**src/sv/lscs_pkg.sv**
```systemverilog
// Shared constants, codes and types of the line-scan camera sequencer.
package lscs_pkg;

   // Sensor geometry
   localparam int PIXELS    = 128;
   localparam int IDX_W     = $clog2(PIXELS);
   localparam int ADDR_W    = IDX_W + 1;
   localparam int MEM_DEPTH = 2 ** ADDR_W;
   localparam int EDGE_MAX  = 2 * PIXELS;
   localparam int EDGE_W    = $clog2(EDGE_MAX + 1);

   // Field and register widths
   localparam int OPCODE_W   = 2;
   localparam int SAMPLE_W   = 8;
   localparam int PIXIDX_W   = 7;
   localparam int PERIOD_W   = 16;
   localparam int INTERVAL_W = 24;
   localparam int CSR_IDX_W  = 2;
   localparam int CSR_DATA_W = 24;

   // Register reset values
   localparam logic [PERIOD_W-1:0]   QUARTER_RESET  = 16'd250;
   localparam logic [PERIOD_W-1:0]   HALF_RESET     = 16'd500;
   localparam logic [INTERVAL_W-1:0] INTERVAL_RESET = 24'd100000;

   // Queue between front and back
   localparam int QUEUE_DEPTH = 2;
   localparam int QPTR_W      = (QUEUE_DEPTH > 1) ? $clog2(QUEUE_DEPTH) : 1;
   localparam int QCNT_W      = $clog2(QUEUE_DEPTH + 1);

   typedef enum logic [OPCODE_W-1:0] {
      OP_TICK   = 2'd0,
      OP_SAMPLE = 2'd1,
      OP_READ   = 2'd2
   } opcode_type;

   typedef enum logic [CSR_IDX_W-1:0] {
      REG_QUARTER  = 2'd0,
      REG_HALF     = 2'd1,
      REG_INTERVAL = 2'd2
   } reg_index_type;

   // Line sequencer phase: the action taken when the line timer next fires
   typedef enum logic [1:0] {
      PH_SI_RAISE    = 2'd0,
      PH_CLK_HIGH    = 2'd1,
      PH_SI_DROP     = 2'd2,
      PH_PIXEL_START = 2'd3
   } phase_type;

   // Item class after decode; KIND_IDLE changes nothing and reads zero
   typedef enum logic [1:0] {
      KIND_TICK   = 2'd0,
      KIND_SAMPLE = 2'd1,
      KIND_READ   = 2'd2,
      KIND_IDLE   = 2'd3
   } kind_type;

   typedef struct packed {
      kind_type              kind;
      logic [SAMPLE_W-1:0]   sample;
      logic [IDX_W-1:0]      index;
   } entry_type;

   typedef struct packed {
      logic      valid;
      entry_type entry;
   } queue_head_type;

endpackage

```
**src/sv/lscs_front.sv**
```systemverilog
// Front end: accepts and classifies items and holds them in a short queue.
module lscs_front
   import lscs_pkg::*;
(
   input  logic                clock,
   input  logic                reset,
   input  logic                req_valid,
   output logic                req_stall,
   input  logic [OPCODE_W-1:0] req_opcode,
   input  logic [SAMPLE_W-1:0] req_sample,
   input  logic [PIXIDX_W-1:0] req_pixel_index,
   output queue_head_type      head,
   input  logic                pop
);

   entry_type              slot_ff [QUEUE_DEPTH];
   logic [QPTR_W-1:0]      wr_ptr_ff, wr_ptr_in;
   logic [QPTR_W-1:0]      rd_ptr_ff, rd_ptr_in;
   logic [QCNT_W-1:0]      count_ff, count_in;
   entry_type              decoded;
   logic                   push;

   // Classify; a read beyond the line behaves as an idle item
   always_comb begin
      decoded.sample = req_sample;
      decoded.index  = IDX_W'(req_pixel_index);
      case (opcode_type'(req_opcode))
         OP_TICK:   decoded.kind = KIND_TICK;
         OP_SAMPLE: decoded.kind = KIND_SAMPLE;
         OP_READ: begin
            if (int'(req_pixel_index) < PIXELS) decoded.kind = KIND_READ;
            else                                decoded.kind = KIND_IDLE;
         end
         default:   decoded.kind = KIND_IDLE;
      endcase
   end

   assign req_stall = (count_ff == QCNT_W'(QUEUE_DEPTH));
   assign push      = req_valid & ~req_stall;

   assign head.valid = (count_ff != '0);
   assign head.entry = slot_ff[rd_ptr_ff];

   always_comb begin
      wr_ptr_in = wr_ptr_ff;
      rd_ptr_in = rd_ptr_ff;
      count_in  = count_ff;
      if (push) begin
         wr_ptr_in = (wr_ptr_ff == QPTR_W'(QUEUE_DEPTH - 1)) ? '0 : wr_ptr_ff + 1'b1;
      end
      if (pop) begin
         rd_ptr_in = (rd_ptr_ff == QPTR_W'(QUEUE_DEPTH - 1)) ? '0 : rd_ptr_ff + 1'b1;
      end
      case ({push, pop})
         2'b10:   count_in = count_ff + 1'b1;
         2'b01:   count_in = count_ff - 1'b1;
         default: count_in = count_ff;
      endcase
   end

   always_ff @(posedge clock) begin
      if (reset) begin
         wr_ptr_ff <= '0;
         rd_ptr_ff <= '0;
         count_ff  <= '0;
      end else begin
         wr_ptr_ff <= wr_ptr_in;
         rd_ptr_ff <= rd_ptr_in;
         count_ff  <= count_in;
      end
   end

   always_ff @(posedge clock) begin
      if (push) slot_ff[wr_ptr_ff] <= decoded;
   end

endmodule

```
**src/sv/lscs_back.sv**
```systemverilog
// Back end: timers, pin sequencing, line store and result registers.
module lscs_back
   import lscs_pkg::*;
(
   input  logic                  clock,
   input  logic                  reset,
   input  logic                  csr_write,
   input  logic [CSR_IDX_W-1:0]  csr_index,
   input  logic [CSR_DATA_W-1:0] csr_data,
   input  queue_head_type        head,
   output logic                  pop,
   output logic                  rsp_valid,
   input  logic                  rsp_stall,
   output logic                  rsp_clk_level,
   output logic                  rsp_si_level,
   output logic                  rsp_adc_start,
   output logic                  rsp_line_done,
   output logic [SAMPLE_W-1:0]   rsp_read_data
);

   // Configuration
   logic [PERIOD_W-1:0]   quarter_ff;
   logic [PERIOD_W-1:0]   half_ff;
   logic [INTERVAL_W-1:0] interval_ff;

   // Sequencer state
   phase_type             phase_ff, phase_in;
   logic [INTERVAL_W-1:0] line_cd_ff, line_cd_in;
   logic [PERIOD_W-1:0]   pix_cd_ff, pix_cd_in;
   logic                  pix_on_ff, pix_on_in;
   logic [EDGE_W-1:0]     edge_ff, edge_in;
   logic                  parity_ff, parity_in;
   logic                  clk_ff, clk_in;
   logic                  si_ff, si_in;
   logic                  fill_ff, fill_in;
   logic                  adc_in, done_in;

   // Line store
   logic [SAMPLE_W-1:0]   mem [MEM_DEPTH];
   logic [SAMPLE_W-1:0]   rd_ff;
   logic                  mem_we, mem_re;
   logic [ADDR_W-1:0]     wr_addr, rd_addr;

   // Result pipeline
   logic                  s1_vld_ff, s1_vld_in;
   logic                  s1_clk_ff, s1_si_ff, s1_adc_ff, s1_done_ff, s1_read_ff;
   logic                  out_vld_ff, out_vld_in;
   logic                  s1_adv, s2_take, s2_free, s1_free;
   logic                  is_tick, line_fire, pix_fire;

   assign s2_take = out_vld_ff & ~rsp_stall;
   assign s2_free = ~out_vld_ff | s2_take;
   assign s1_adv  = s1_vld_ff & s2_free;
   assign s1_free = ~s1_vld_ff | s1_adv;
   assign pop     = head.valid & s1_free;

   assign s1_vld_in  = pop | (s1_vld_ff & ~s1_adv);
   assign out_vld_in = s1_adv | (out_vld_ff & ~s2_take);

   assign is_tick   = pop & (head.entry.kind == KIND_TICK);
   assign line_fire = (line_cd_ff <= INTERVAL_W'(1));
   assign pix_fire  = (pix_cd_ff <= PERIOD_W'(1));

   // Next phase
   always_comb begin
      phase_in = phase_ff;
      if (is_tick && line_fire) begin
         case (phase_ff)
            PH_SI_RAISE:    phase_in = PH_CLK_HIGH;
            PH_CLK_HIGH:    phase_in = PH_SI_DROP;
            PH_SI_DROP:     phase_in = PH_PIXEL_START;
            PH_PIXEL_START: phase_in = PH_SI_RAISE;
            default:        phase_in = PH_SI_RAISE;
         endcase
      end
   end

   // Timer, pin and pixel clock updates
   always_comb begin
      line_cd_in = line_cd_ff;
      pix_cd_in  = pix_cd_ff;
      pix_on_in  = pix_on_ff;
      edge_in    = edge_ff;
      parity_in  = parity_ff;
      clk_in     = clk_ff;
      si_in      = si_ff;
      fill_in    = fill_ff;
      adc_in     = 1'b0;
      done_in    = 1'b0;
      if (is_tick) begin
         if (line_fire) begin
            pix_on_in  = 1'b0;
            line_cd_in = INTERVAL_W'(quarter_ff);
            case (phase_ff)
               PH_SI_RAISE: begin
                  clk_in    = 1'b0;
                  fill_in   = ~fill_ff;
                  done_in   = 1'b1;
                  si_in     = 1'b1;
                  edge_in   = EDGE_W'(1);
                  parity_in = 1'b1;
               end
               PH_CLK_HIGH: clk_in = 1'b1;
               PH_SI_DROP:  si_in  = 1'b0;
               default: begin
                  clk_in     = 1'b0;
                  adc_in     = 1'b1;
                  pix_on_in  = 1'b1;
                  pix_cd_in  = half_ff;
                  line_cd_in = interval_ff;
               end
            endcase
         end else begin
            line_cd_in = line_cd_ff - 1'b1;
            if (pix_on_ff) begin
               if (pix_fire) begin
                  pix_cd_in = half_ff;
                  if (!parity_ff) begin
                     clk_in = 1'b0;
                     adc_in = 1'b1;
                  end else begin
                     clk_in = 1'b1;
                  end
                  parity_in = ~parity_ff;
                  if (edge_ff < EDGE_W'(EDGE_MAX)) edge_in = edge_ff + 1'b1;
               end else begin
                  pix_cd_in = pix_cd_ff - 1'b1;
               end
            end
         end
      end
   end

   // Samples fill pixel edge/2 of the filling half; reads take the other half
   assign mem_we  = pop & (head.entry.kind == KIND_SAMPLE) & (edge_ff < EDGE_W'(EDGE_MAX));
   assign mem_re  = pop & (head.entry.kind == KIND_READ);
   assign wr_addr = {fill_ff, IDX_W'(edge_ff >> 1)};
   assign rd_addr = {~fill_ff, head.entry.index};

   always_ff @(posedge clock) begin
      if (mem_we) mem[wr_addr] <= head.entry.sample;
      if (mem_re) rd_ff <= mem[rd_addr];
   end

   always_ff @(posedge clock) begin
      if (reset) begin
         quarter_ff  <= QUARTER_RESET;
         half_ff     <= HALF_RESET;
         interval_ff <= INTERVAL_RESET;
      end else if (csr_write) begin
         case (reg_index_type'(csr_index))
            REG_QUARTER:  quarter_ff  <= csr_data[PERIOD_W-1:0];
            REG_HALF:     half_ff     <= csr_data[PERIOD_W-1:0];
            REG_INTERVAL: interval_ff <= csr_data[INTERVAL_W-1:0];
            default: ;
         endcase
      end
   end

   always_ff @(posedge clock) begin
      if (reset) begin
         phase_ff   <= PH_SI_RAISE;
         line_cd_ff <= INTERVAL_W'(QUARTER_RESET);
         pix_cd_ff  <= '0;
         pix_on_ff  <= 1'b0;
         edge_ff    <= '0;
         parity_ff  <= 1'b0;
         clk_ff     <= 1'b0;
         si_ff      <= 1'b0;
         fill_ff    <= 1'b0;
         s1_vld_ff  <= 1'b0;
         out_vld_ff <= 1'b0;
      end else begin
         phase_ff   <= phase_in;
         line_cd_ff <= line_cd_in;
         pix_cd_ff  <= pix_cd_in;
         pix_on_ff  <= pix_on_in;
         edge_ff    <= edge_in;
         parity_ff  <= parity_in;
         clk_ff     <= clk_in;
         si_ff      <= si_in;
         fill_ff    <= fill_in;
         s1_vld_ff  <= s1_vld_in;
         out_vld_ff <= out_vld_in;
      end
   end

   always_ff @(posedge clock) begin
      if (pop) begin
         s1_clk_ff  <= clk_in;
         s1_si_ff   <= si_in;
         s1_adc_ff  <= adc_in;
         s1_done_ff <= done_in;
         s1_read_ff <= mem_re;
      end
      if (s1_adv) begin
         rsp_clk_level <= s1_clk_ff;
         rsp_si_level  <= s1_si_ff;
         rsp_adc_start <= s1_adc_ff;
         rsp_line_done <= s1_done_ff;
         rsp_read_data <= s1_read_ff ? rd_ff : '0;
      end
   end

   assign rsp_valid = out_vld_ff;

endmodule

```
**src/sv/line_scan_camera_sequencer.sv**
```systemverilog
// Top level of the line-scan camera sequencer.
//
// Drives the SI and CLK pins of a linear image sensor and gathers one line of
// samples into a ping-pong line store. Each item on the req_ channel is a time
// tick, an ADC sample or a read of the finished line; every item gives exactly
// one item on the rsp_ channel with the pin levels after it, the conversion
// start and line-done flags, and the read pixel (zero for anything but a read).
// An item moves when valid is high and stall is low.
// A taken item is held in the queue, then in the execute register, then in the
// result register, from which it is offered on rsp_.
// Throughput: one item per cycle while rsp_stall is low, set by the execute
// step and the one write or read of the line store per item.
// A two-entry queue parts the decoder from the execute side; behind it sit an
// execute register and the result register, so a stalled receiver holds the
// result while up to three further items are taken, then req_stall rises.
// Reset (synchronous, active high) restores the register defaults, parks the
// sequencer before SI start and empties the queue; the line store is not
// cleared and holds no line until one has been filled. The user must write
// registers through csr_ only while the block is idle; it does not check this.
module line_scan_camera_sequencer
   import lscs_pkg::*;
(
   input  logic                  clock,
   input  logic                  reset,
   input  logic                  csr_write,
   input  logic [CSR_IDX_W-1:0]  csr_index,
   input  logic [CSR_DATA_W-1:0] csr_data,
   input  logic                  req_valid,
   output logic                  req_stall,
   input  logic [OPCODE_W-1:0]   req_opcode,
   input  logic [SAMPLE_W-1:0]   req_sample,
   input  logic [PIXIDX_W-1:0]   req_pixel_index,
   output logic                  rsp_valid,
   input  logic                  rsp_stall,
   output logic                  rsp_clk_level,
   output logic                  rsp_si_level,
   output logic                  rsp_adc_start,
   output logic                  rsp_line_done,
   output logic [SAMPLE_W-1:0]   rsp_read_data
);

   queue_head_type head;
   logic           pop;

   // Decode and queue items
   lscs_front u_front (
      .clock           (clock),
      .reset           (reset),
      .req_valid       (req_valid),
      .req_stall       (req_stall),
      .req_opcode      (req_opcode),
      .req_sample      (req_sample),
      .req_pixel_index (req_pixel_index),
      .head            (head),
      .pop             (pop)
   );

   // Advance timers, drive pins, fill and read the line store
   lscs_back u_back (
      .clock         (clock),
      .reset         (reset),
      .csr_write     (csr_write),
      .csr_index     (csr_index),
      .csr_data      (csr_data),
      .head          (head),
      .pop           (pop),
      .rsp_valid     (rsp_valid),
      .rsp_stall     (rsp_stall),
      .rsp_clk_level (rsp_clk_level),
      .rsp_si_level  (rsp_si_level),
      .rsp_adc_start (rsp_adc_start),
      .rsp_line_done (rsp_line_done),
      .rsp_read_data (rsp_read_data)
   );

endmodule

```
**config.mk**
```make
export PLATFORM = sky130hd
export DESIGN_NAME = line_scan_camera_sequencer
export DESIGN_NICKNAME = d
export VERILOG_FILES = /design/src/sv/lscs_pkg.sv /design/src/sv/lscs_front.sv /design/src/sv/lscs_back.sv /design/src/sv/line_scan_camera_sequencer.sv
export SDC_FILE = /design/constraint.sdc
export NUM_CORES = 2
export LEC_CHECK = 0
export BUFFER_PORTS_ARGS = -buffer_cell sky130_fd_sc_hd__clkbuf_2
export CAP_MARGIN = 10
export CORE_UTILIZATION = 30
export CTS_CLUSTER_DIAMETER = 200
export CTS_CLUSTER_SIZE = 12
export DETAILED_ROUTE_END_ITERATION = 12
export HOLD_SLACK_MARGIN = 0.15
export SYNTH_ARGS = -nofsm -noshare
export SYNTH_HDL_FRONTEND = slang
export SYNTH_SLANG_ARGS = --single-unit
```
**constraint.sdc**
```tcl
create_clock -name clock -period 5.15 [get_ports clock]
set_input_delay 1.03 -clock clock [delete_from_list [all_inputs] [get_ports clock]]
set_output_delay 1.03 -clock clock [all_outputs]
set_load 0.005 [all_outputs]
```
==> results.cfg <==
[layout]
drive_gt1_share_pct = 13.5
seqCellArea_sq_um = 65700
area_growth_pct = 13.9
multi_input_area_sq_um = 21300
nets = 6090
fill_cells = 27867
final_core_util_pct = 34.3

[clocking]
clk_pin_slew_ns = 0.07
cts_sinks = 2226
cts_root_buffer = clkbuf_16
clockBufferDepth = 3
cts_tree = yes
htreeDepth = 4
cts_buffers = 203
cts_hold_buffers = 0
cts_resized = 0
insertion_delay_ns = 0.87
post_cts_buffers = 0

[worst_setup_path]
critical_path_buf_inv_count = 2
crit_slowest_cell = a32oi_4
startpoint = u_front.slot_ff[0][1]
crit_cells = 10
critPathMaxFanout = 17
path_common_cell = buf_4
crit_path_cell_trace = nor2b_1 -> a32oi_4 -> buf_4 -> buf_4 -> o221ai_1 -> a32oi_1 -> o2111ai_1 -> nor3_1 -> a21oi_1 -> a21o_1
required_ns = 5.77
reg2regPathDepth = 10
rr_startpoint = u_front.slot_ff[0][1]
crit_type = reg2reg
reg2reg_slack_ns = 0.57
critPathMaxStageDelay_ns = 0.97
worst_setup_path_end_kind = flop
crit_end = u_back.rd_ff[2]
cp-start-kind = flop
r2r_end = u_back.rd_ff[2]
path_delay_family = compound AO/OA/AOI/OAI gates
cp_data_arrival_time_ns = 5.20

[hold_path]
hp-start = req_pixel_index[4]
worstHoldPathType = in2reg

[synthesis]
ys_seq_area_share_pct = 74.2
yosys_register_bits = 2226
synthArstFlopShare_pct = 0
yosysTopAreaCell = edfxtp_1
netlist_area_sq_um = 88500
synth_ff_type = edfxtp_1
synth_cell_types = 74
post_synth.cell_area_avg_sq_um = 15.2
syn-num-nets = 5868
synth_edf_count = 2107
synthCells = 5810
netlist_top_cells_area = edfxtp_1 72%, mux2i_1 4.9%, mux4_2 3.6%
yosysWarnings = 0
synth_top_area_share_pct = 71.5

[grt]
grt_pass1_wl_mm = 370
overflow = 0
grt_usage_pct = 17.0
grt_pass1_vias = 51419
grt_max_degree = 116
antenna_found_initial = 14

[run_status]
outcome = finished, final reports clean

[sta]
worst_pin_slew_ns = 1.25
finalSetupViolations = 0
rsz0062_at_grt = false
fin_skew_ns = 0.0425
finalSetupTns_ns = 0
period_needed_ns = 4.58
slew_violations = 0
post-route-period-util_pct = 88.9
max_freq_ghz = 0.218
slew_headroom_pct = 16.1
setup_ws_ns = 0.572
hold_viol_final = 0

[die]
start_util_pct = 30.1
coreArea_sq_um = 294000
dieArea_sq_um = 297000
die_h_um = 545
num_rows = 199
pin_count = 62
die_w_um = 545

[route]
drcViolationCount = 0
vias = 53108
antenna_left = 0
drtIter0Drc = 6556
drt-wirelength-per-cell_um = 25.8
drt-total-wl_mm = 258
viasPerCell = 5.31
first_pass_iters = 6

[pwr]
clockPowerShare_pct = 29.4
vdd_drop_max_mv = 0.319
internal_power_mw = 31.7
switching_share_pct = 31.1
power.share.sequential_pct = 46.7
p_total_mw = 46.0
p_leak_nw = 32.6
cellPowerDensity_nw_per_um2 = 457
power_frac_comb_pct = 23.9
switching_power_mw = 14.3

[place]
gp_congestion = 0.868
portBuffers = 61
place_ws_ns = 0.721
dp_hpwl_mm = 159

[job]
drv_cap = 0
cell usage in the layout (no fill, tap or decap), types with 21 or more instances in the layout:
cell type / count
edfxtp_1: 2107
nand2_1: 857
mux2i_1: 426
nor2_1: 346
buf_4: 310
nand3_1: 271
a21oi_1: 243
clkbuf_16: 209
mux4_2: 143
o221ai_1: 138
dfxtp_1: 118
o21ai_0: 117
nor3_1: 87
a31oi_1: 85
o22ai_1: 85
clkbuf_2: 60
buf_12: 33
a2111oi_0: 31
a311oi_1: 30
clkbuf_1: 27
nand3b_1: 22
a22oi_1: 21
worst reg2reg max path, stage by stage, from the launching register on:
cell and delay (ns):
edfxtp_1 0.49, nor2b_1 0.24, a32oi_4 0.97, buf_4 0.42, buf_4 0.30, o221ai_1 0.27, a32oi_1 0.30, o2111ai_1 0.15
nor3_1 0.67, a21oi_1 0.29, a21o_1 0.25
metrics by stage:
step	hold slack, ns	instance area [sq um]	cells
final	0.363	101000	9996
after CTS	0.309	101000	9992
after detailed placement	0.410	95200	9746
after global placement	0.426	95200	9746
after global routing	0.344	101000	9993
after floorplan	0.400	88500	5810
cell usage after synthesis, types with 12 or more instances:
| cell | n |
|---|---|
| nand3_1 | 277 |
| or3_1 | 19 |
| mux4_2 | 143 |
| nand3b_1 | 22 |
| o22ai_1 | 86 |
| buf_6 | 14 |
| a2111oi_0 | 31 |
| o31ai_1 | 15 |
| a31oi_1 | 85 |
| nand2_1 | 857 |
| edfxtp_1 | 2107 |
| o221ai_1 | 138 |
| nor3_1 | 87 |
| and2_1 | 14 |
| inv_1 | 16 |
| dfxtp_1 | 119 |
| a22oi_1 | 22 |
| clkbuf_1 | 178 |
| a21oi_1 | 243 |
| nor2_1 | 352 |
| buf_1 | 40 |
| buf_4 | 48 |
| a311oi_1 | 30 |
| nor4_1 | 19 |
| nand4_1 | 15 |
| mux2i_1 | 431 |
| and3_1 | 13 |
| nor2b_1 | 12 |
| o21ai_0 | 118 |
| buf_2 | 106 |
sequential cells by signal, summed over array words and instances (netlist names), 2 cells and up, named ones only:
name / cells
u_back.mem: 2048
u_front.slot_ff: 34
u_back.interval_ff: 24
u_back.line_cd_ff: 24
u_back.half_ff: 16
u_back.pix_cd_ff: 16
u_back.quarter_ff: 16
u_back.edge_ff: 9
u_back.rd_ff: 8
u_back.rsp_read_data: 8
u_back.phase_ff: 2
u_front.count_ff: 2
power groups by stage:
stage	combinational, mW	sequential (mW)	clock (mW)
CTS	10.9	21.5	13.7
finish	11.0	21.5	13.5
detailed placement	10.9	21.9	0
global placement	10.8	21.9	0
floorplan	6.05	21.9	0
global route	11.5	21.5	14.3
layout make-up:
cell class	instances	share of cell area (%)
Sequential cell	2226	65.2
Multi-Input combinational cell	3182	21.2
Clock buffer	236	5.29
Tap cell	3919	4.87
Timing Repair Buffer	403	3.26
Clock inverter	10	0.180
Inverter	16	0.0596
Antenna cell	4	0.00994
how the worst min path moves through the flow:
stage	cells after the start	slack (ns)	endpoint
floorplan	0	0.40	u_back.rsp_adc_start
global placement	0	0.43	u_back.rsp_line_done
detailed placement	0	0.41	u_back.rsp_line_done
CTS	1	0.31	u_front.slot_ff[0][4]
global route	1	0.34	u_front.slot_ff[0][9]
finish	1	0.36	u_front.slot_ff[0][4]
cell families (layout without fill, tap and decap cells):
kind of cell    Yosys count  after routing  share of synthesized area (%)
mux                     588            588                           8.70
simple gates           1723           1723                           8.34
other cells               0              4                              0
fa+ha+maj                10             10                          0.141
buf+inv                 402            665                           2.18
xor+xnor                 12             12                          0.119
compound gates          849            849                           6.33
flops                  2226           2226                           74.2
layer usage:
metal | up-vias | track usage, % | share of wire, %
met5 | - | 0 | 0.015
met4 | 6 | 5.66 | 3.2
met3 | 408 | 3.21 | 9.2
met2 | 2754 | 27.1 | 46
met1 | 27174 | 23.4 | 41
li1 | 22766 | - | -
(Power assumes the default switching activity.)
